--- src/rtl/vfc_pkg.sv ---
package vfc_pkg;

    // Register file
    localparam int REG_W     = 16;
    localparam int CFG_IDX_W = 1;

    localparam logic [CFG_IDX_W-1:0] REG_ALPHA    = 1'd0;
    localparam logic [CFG_IDX_W-1:0] REG_MAX_DIST = 1'd1;

    localparam logic [REG_W-1:0] ALPHA_RST    = 16'd256;   // 1.0 in Q8.8
    localparam logic [REG_W-1:0] MAX_DIST_RST = 16'd2560;  // 10.0 in Q8.8

    // Fractions are Q0.16 with one extra bit so that 1.0 fits
    localparam int FRAC_W = 16;
    localparam int Q_W    = FRAC_W + 1;
    localparam logic [Q_W-1:0] Q_ONE = 17'h10000;

    // Result
    localparam int COST_W = 16;
    localparam logic [COST_W-1:0] COST_SAT = 16'hFFFF;

    // Flags that ride along with an item through the divider stages
    typedef struct packed {
        logic kill;     // cost forced to zero
        logic f2_one;   // both distances zero, edge ratio taken as 1.0
    } side_t;

endpackage

--- src/rtl/vfc_div_pipe.sv ---
module vfc_div_pipe #(
    parameter int NUM_W = 32,
    parameter int DEN_W = 17
) (
    input  logic                    aclk,
    input  logic                    en,
    input  logic [NUM_W-1:0]        num,
    input  logic [DEN_W-1:0]        den,
    output logic [vfc_pkg::Q_W-1:0] quo
);
    import vfc_pkg::*;

    // Restoring divider, one quotient bit per stage, MSB first.
    // Quotient must fit in Q_W bits (num < den * 2**Q_W).
    localparam int SH_W = DEN_W + Q_W - 1;
    localparam int CW   = (NUM_W > SH_W) ? NUM_W : SH_W;

    logic [NUM_W-1:0] rem_reg [Q_W-1];
    logic [DEN_W-1:0] den_reg [Q_W-1];
    logic [Q_W-1:0]   quo_reg [Q_W];

    for (genvar j = 0; j < Q_W; j++) begin : g_stage
        logic [NUM_W-1:0] rem_in;
        logic [DEN_W-1:0] den_in;
        logic [Q_W-1:0]   quo_in;
        logic [CW-1:0]    trial;
        logic             fits;
        logic [Q_W-1:0]   quo_next;

        if (j == 0) begin : g_first
            assign rem_in = num;
            assign den_in = den;
            assign quo_in = '0;
        end else begin : g_rest
            assign rem_in = rem_reg[j-1];
            assign den_in = den_reg[j-1];
            assign quo_in = quo_reg[j-1];
        end

        // compare against the divisor aligned to this quotient bit
        assign trial = CW'(den_in) << (Q_W - 1 - j);
        assign fits  = (CW'(rem_in) >= trial);

        always_comb begin
            quo_next = quo_in;
            quo_next[Q_W-1-j] = fits;
        end

        always_ff @(posedge aclk) begin
            if (en) begin
                quo_reg[j] <= quo_next;
            end
        end

        if (j < Q_W - 1) begin : g_carry
            logic [NUM_W-1:0] rem_next;

            assign rem_next = fits ? NUM_W'(CW'(rem_in) - trial) : rem_in;

            always_ff @(posedge aclk) begin
                if (en) begin
                    rem_reg[j] <= rem_next;
                    den_reg[j] <= den_in;
                end
            end
        end
    end

    assign quo = quo_reg[Q_W-1];

endmodule

--- config.mk ---
export PLATFORM = sky130hd
export DESIGN_NAME = vfc_div_pipe
export DESIGN_NICKNAME = d
export VERILOG_FILES = /design/src/rtl/vfc_pkg.sv /design/src/rtl/vfc_div_pipe.sv
export SDC_FILE = /design/constraint.sdc
export NUM_CORES = 1
export LEC_CHECK = 0
export BUFFER_PORTS_ARGS = -buffer_cell sky130_fd_sc_hd__buf_2
export CAP_MARGIN = 20
export CORE_MARGIN = 8
export CORE_UTILIZATION = 49
export DETAILED_ROUTE_END_ITERATION = 12
export HOLD_SLACK_MARGIN = 0.1
export SLEW_MARGIN = 10
export SYNTH_ARGS = -nofsm -noshare
export SYNTH_HDL_FRONTEND = slang
export SYNTH_SLANG_ARGS = --single-unit
--- constraint.sdc ---
create_clock -name aclk -period 6 [get_ports aclk]
set_input_delay 0.6 -clock aclk [delete_from_list [all_inputs] [get_ports aclk]]
set_output_delay 0.6 -clock aclk [all_outputs]
set_load 0.02 [all_outputs]
==> results of run 1 <==
[metal layers]
metal / vias up / GRT usage [%] / share of wire (%)
li1: 15300 / - / -
met1: 14600 / 19.8 / 39
met2: 512 / 35.2 / 54
met3: 227 / 2.36 / 3.0
met4: 0 / 7.60 / 4.0
met5: - / 0 / 0
[logic make-up after synthesis]
family          after synthesis  share of synthesized area, %
simple gates               1060                          11.1
mux                          71                          1.68
buf+inv                     442                          3.53
fa+ha+maj                   304                          8.09
flops                       937                          58.0
xor+xnor                    298                          5.38
compound gates              922                          12.2
[timing repair]
action	in CTS	in global routing
hold buffers	33	0
buffers inserted	0	0
endpoints found under the hold margin	33	0
[critical path: cells and delay by family (launching register included)]
kind / cells / cell delay, ns
compound gates: 5 / 1.86
xor+xnor: 1 / 0.13
fa+ha+maj: 1 / 0.40
flops: 1 / 0.39
simple gates: 2 / 1.19
[synth_stat cells, types with 26 or more instances]
cell	instances
xnor2_1	154
edfxtp_1	937
a211oi_1	35
mux2_2	55
nand2_1	262
o21a_1	55
xor2_1	144
o21ai_0	222
nor2_1	255
a21oi_1	264
ha_1	288
a21o_1	85
nand4_1	39
nor2b_1	46
nand3_1	59
or3_1	41
nand2b_1	48
nor3_1	79
clkbuf_1	48
inv_1	369
and3_1	27
or2_2	27
o21bai_1	26
o31ai_1	33
nor4_1	63
[worst max-delay path by stage]
| stage | from | to | slack [ns] | cells after the start |
|---|---|---|---|---|
| 3_3_place_gp | rem_reg[0][111]$_DFFE_PP_ | rem_reg[0][158]$_DFFE_PP_ | 1.76 | 9 |
| 3_5_place_dp | rem_reg[0][111]$_DFFE_PP_ | rem_reg[0][158]$_DFFE_PP_ | 1.69 | 9 |
| 2_1_floorplan | den[1] | rem_reg[0][25]$_DFFE_PP_ | 2.86 | 10 |
| 6_report | rem_reg[0][111]$_DFFE_PP_ | rem_reg[0][158]$_DFFE_PP_ | 1.71 | 9 |
| 4_1_cts | rem_reg[0][111]$_DFFE_PP_ | rem_reg[0][158]$_DFFE_PP_ | 1.64 | 9 |
| 5_1_grt | rem_reg[0][111]$_DFFE_PP_ | rem_reg[0][158]$_DFFE_PP_ | 1.54 | 9 |
[per-stage QoR]
step                total power [mW]  setup slack (ns)
global placement                18.0              1.76
finish                          24.0              1.71
global route                    25.6              1.54
detailed placement              18.1              1.69
floorplan                       16.0              2.86
CTS                             24.2              1.64
[report_power, final]
part / leakage [nW] / switching (mW) / total, mW / internal (mW)
registers: 9.03 / 0.815 / 9.87 / 9.06
logic: 10.0 / 4.60 / 8.16 / 3.56
clock network: 1.59 / 2.61 / 6.00 / 3.39
total: 20.6 / 8.02 / 24.0 / 16.0
[layout make-up]
| cell class | count | area [µm²] |
|---|---|---|
| antenna | 2 | 5.00 |
| timing repair buffer | 123 | 923 |
| fill | 8185 | 44300 |
| clock inverter | 69 | 597 |
| tap | 1287 | 1610 |
| clock buffer | 122 | 2650 |
| sequential | 937 | 28100 |
| inverter | 371 | 1390 |
| multi-input combinational | 2655 | 18700 |
==> metrics, run 1 <==
Peak Freq=233 MHz; Post-DRT Antenna Nets=0; RSZ-0062 raised after global routing=no; Die Y=331 µm; Hold EP=rem_reg[0][29]$_DFFE_PP_; Rel. slew slack=23.5%; placed insts=5340; r2r startpoint=rem_reg[0][111]$_DFFE_PP_; max reg flops=512; crit path capture type=register; startpoint types=register; die width=331 µm; hold_sp=num[29]; Critical Path RT=6.39 ns; worst vdd ir=0.276 mV; First-pass DRT Iterations=5; P&R area growth vs syn=11.4%; Avg Cell Area, Syn=12.0 µm²; TritonCTS clock tree=built; synthesized area=48500 µm²; Root Driver=clkbuf_16; number of vias per cell=5.51; Die ar.=109000 µm²; Leak=20.6 nW; first-pass GRT wire length=160000 µm; TNS Setup=0 ns; DR WL/cell=18.0 µm; vias in the first global route=30900; Cell Count, Final, Fillers Out=5566; CORE AREA=98300 µm²; Synth Instances=4034; io pins=68; CP max stage delay=0.74 ns; Worst Skew=0.0627 ns; Tcrit/Tclk final=71.5%; DR iter-0 viols=1814; R2R Setup Slk=1.71 ns; async set-or-reset flop fraction in the synthesized netlist=0%; TritonCTS buffer count=103; H-tree lvl count=3; Worst-Margin Slew=1.15 ns; worst-path maximum fanout=29; post-synth top area cell=edfxtp_1; # DRC=0; Final Hold Slack=0.213 ns; crit-path cells=ha_1 -> or4b_1 -> nor4_1 -> o31ai_1 -> o21ai_0 -> a31o_2 -> o21ai_1 -> a2111oi_0 -> xor2_1; DP Area=50400 µm²; Finished Core Util=55.0%; # rows=115; TritonCTS Sinks=937; ys flop type=edfxtp_1; total gr overflow=0; ratio of cells with drive above 1 in the final layout=8.51%; post-route cell area=54000 µm²; Max Cap Viol=0; Nets=4546; total number of vias=30700; crit path DAT=4.67 ns; Reg clk slew, reported paths=0.06 ns; Crit Path Class=reg2reg; All-Layer GR Usage=18.2%; I/O Buffers=67; top cells by area, synth=edfxtp_1 58%, ha_1 7.4%, inv_1 2.9%; count of final max-slew check failures=0; worst hold path type=in2reg; Netlist cell types=94; final WL=100000 µm; FF-to-FF path depth=9; detailed placement HPWL=73500 µm; Power Density=445 nW/µm²; Resized Gates After CTS=0; Placer Congestion=0.887; Final Setup Violations=0; clock buffer depth=3; run status=complete, no violations; most frequent cells in the layout=937 x edfxtp_1, 369 x inv_1, 288 x ha_1; clk_lat worst skew=0.70 ns; final hold violations=0; Post-synth EDFFs=937; yosys warns=0; Seq cells post-synth=937; slowest CP cell=nor4_1; largest net degree at the start of global routing=194; reg-to-reg endpoint=rem_reg[0][158]$_DFFE_PP_; post-synth top area share=58.0%; final worst path period need=4.29 ns; Initial Util=49.4%; synthesized net count=4389; sequential area share after synthesis=58.0%; most common cell after layout, fill and taps aside=edfxtp_1; initial antenna violation count=1; cell count of the worst hold path=2
Note: power is estimated with default switching activity, not from simulation.
==> run 2: changes to the inputs <==
clock period = 4.15 ns   (was 6 ns; I/O delays follow)
==> run 2 against run 1 <==
Effect of this change:
- global-route usage is 0.14 points higher
- power is 45% higher
- critical path type unchanged
- die area stayed put
- non-clock buffer count is 40 higher
- largest cell class unchanged
- highest routed layer unchanged
==> metrics, run 2 (synthesis results as in run 1) <==
run status=complete, no violations; Power Density=641 nW/µm²; initial antenna violation count=0; # DRC=0; Rel. slew slack=35.5%; Hold EP=rem_reg[0][26]$_DFFE_PP_; Layout fillers=8248; Reg clk slew, reported paths=0.06 ns; TritonCTS clock tree=built; total number of vias=31000; TritonCTS Sinks=937; total area of sequential cells=28100 µm²; delay-heaviest family, CP=compound AO/OA/AOI/OAI gates; first-pass GRT wire length=161000 µm; final hold violations=0; largest net degree at the start of global routing=178; CP max stage delay=0.50 ns; die width=331 µm; detailed placement HPWL=75500 µm; TritonCTS buffer count=100; RSZ-0062 raised after global routing=no; ratio of cells with drive above 1 in the final layout=8.92%; cell count of the worst hold path=3; Initial Util=49.4%; crit-path cells=inv_1 -> ha_1 -> fa_1 -> nor2b_1 -> o31ai_1 -> a211oi_1 -> o221a_2 -> nor2_1 -> o21a_1 -> inv_2 -> nand4b_1 -> xnor2_1; hold_sp=num[26]; Final Hold Slack=0.176 ns; most common cell after layout, fill and taps aside=edfxtp_1; Final Setup Violations=0; Leak=20.8 nW; Post-DRT Antenna Nets=0; Nets=4583; Worst Setup SP=rem_reg[1][162]$_DFFE_PP_; crit path DAT=4.01 ns; Tcrit/Tclk final=86.2%; io pins=68; worst vdd ir=0.411 mV; H-tree lvl count=3; # rows=115; worst hold path type=in2reg; worst-path maximum fanout=22; vias in the first global route=31100; DR WL/cell=18.0 µm; Root Driver=clkbuf_16; final WL=101000 µm; number of vias per cell=5.54; most frequent cells in the layout=937 x edfxtp_1, 369 x inv_1, 288 x ha_1; clock buffer depth=3; multi-input logic area=18700 µm²; TNS Setup=0 ns; clk_lat worst skew=0.69 ns; Resized Gates After CTS=0; P&R area growth vs syn=12.0%; Die ar.=109000 µm²; r2r startpoint=rem_reg[1][162]$_DFFE_PP_; Placer Congestion=0.926; Worst Skew=0.0474 ns; CORE AREA=98300 µm²; total gr overflow=0; reg-to-reg endpoint=rem_reg[1][217]$_DFFE_PP_; Max Cap Viol=0; First-pass DRT Iterations=5; Worst-Margin Slew=0.967 ns; FF-to-FF path depth=12; I/O Buffers=67; final worst path period need=3.58 ns; DR iter-0 viols=2098; max reg flops=512; diodes inserted=0; slowest CP cell=a211oi_1; buffers and inverters on the worst path=2; Critical Path RT=4.58 ns; startpoint types=register; Peak Freq=280 MHz; R2R Setup Slk=0.57 ns; All-Layer GR Usage=18.4%; crit path capture type=register; Die Y=331 µm; count of final max-slew check failures=0; Crit Path Class=reg2reg
run 2: cell count changes in the layout (fill, tap and decap cells not counted), sizes merged:
| cell | delta |
|---|---|
| clkinv | -16 |
| inv | +2 |
| clkbuf | -3 |
| dlygate4sd3 | +16 |
| clkinvlp | +2 |
| diode | -2 |
| bufinv | +3 |
| buf | +24 |
run 2: per-stage QoR:
step	area, µm²	utilization (%)	total power [mW]	instances	setup slack [ns]
3_3_place_gp	50700	51.5	26.2	5364	0.690
3_5_place_dp	50700	51.5	26.3	5364	0.662
6_report	54300	55.3	34.8	5592	0.574
4_1_cts	54300	55.3	35.1	5592	0.646
5_1_grt	54300	55.3	37.0	5592	0.353
2_1_floorplan	48500	-	23.1	4034	1.17
run 2: worst max path at each step:
stage / end / slack, ns / depth (start not counted)
detailed placement: rem_reg[1][217]$_DFFE_PP_ / 0.66 / 9
global route: rem_reg[1][196]$_DFFE_PP_ / 0.35 / 9
finish: rem_reg[1][217]$_DFFE_PP_ / 0.57 / 12
global placement: rem_reg[1][217]$_DFFE_PP_ / 0.69 / 9
floorplan: rem_reg[1][135]$_DFFE_PP_ / 1.17 / 10
CTS: rem_reg[1][217]$_DFFE_PP_ / 0.65 / 9
run 2: power by group:
group          leakage (nW)  switching [mW]  internal (mW)  total (mW)
registers              9.03            1.21           13.1        14.3
logic                  10.2            6.70           5.22        11.9
clock network          1.56            3.67           4.95        8.62
total                  20.8            11.6           23.3        34.8
run 2: area by class of cell:
class	count	area share (%)
Clock buffer	119	4.74
Clock inverter	60	1.16
Inverter	371	2.56
Multi-Input combinational cell	2655	34.4
Sequential cell	937	51.8
Tap cell	1287	2.96
Timing Repair Buffer	163	2.39
run 2: metal layers:
| metal | part of all wire, % | global-route usage, % | vias to the layer above |
|---|---|---|---|
| li1 | - | - | 15400 |
| met1 | 41 | 21.0 | 14700 |
| met2 | 52 | 34.3 | 576 |
| met3 | 3.1 | 2.48 | 236 |
| met4 | 4.0 | 7.37 | 0 |
| met5 | 0 | 0 | - |
run 2: worst min-delay path, cell delays in order:
cell and delay [ns]:
buf_2 0.11, nor2b_1 0.13, a31o_2 0.10
run 2: what timing repair did:
item,4_1_cts,5_1_grt
hold endpoints to repair,57,0
hold buffers,49,0
setup buffers,0,0
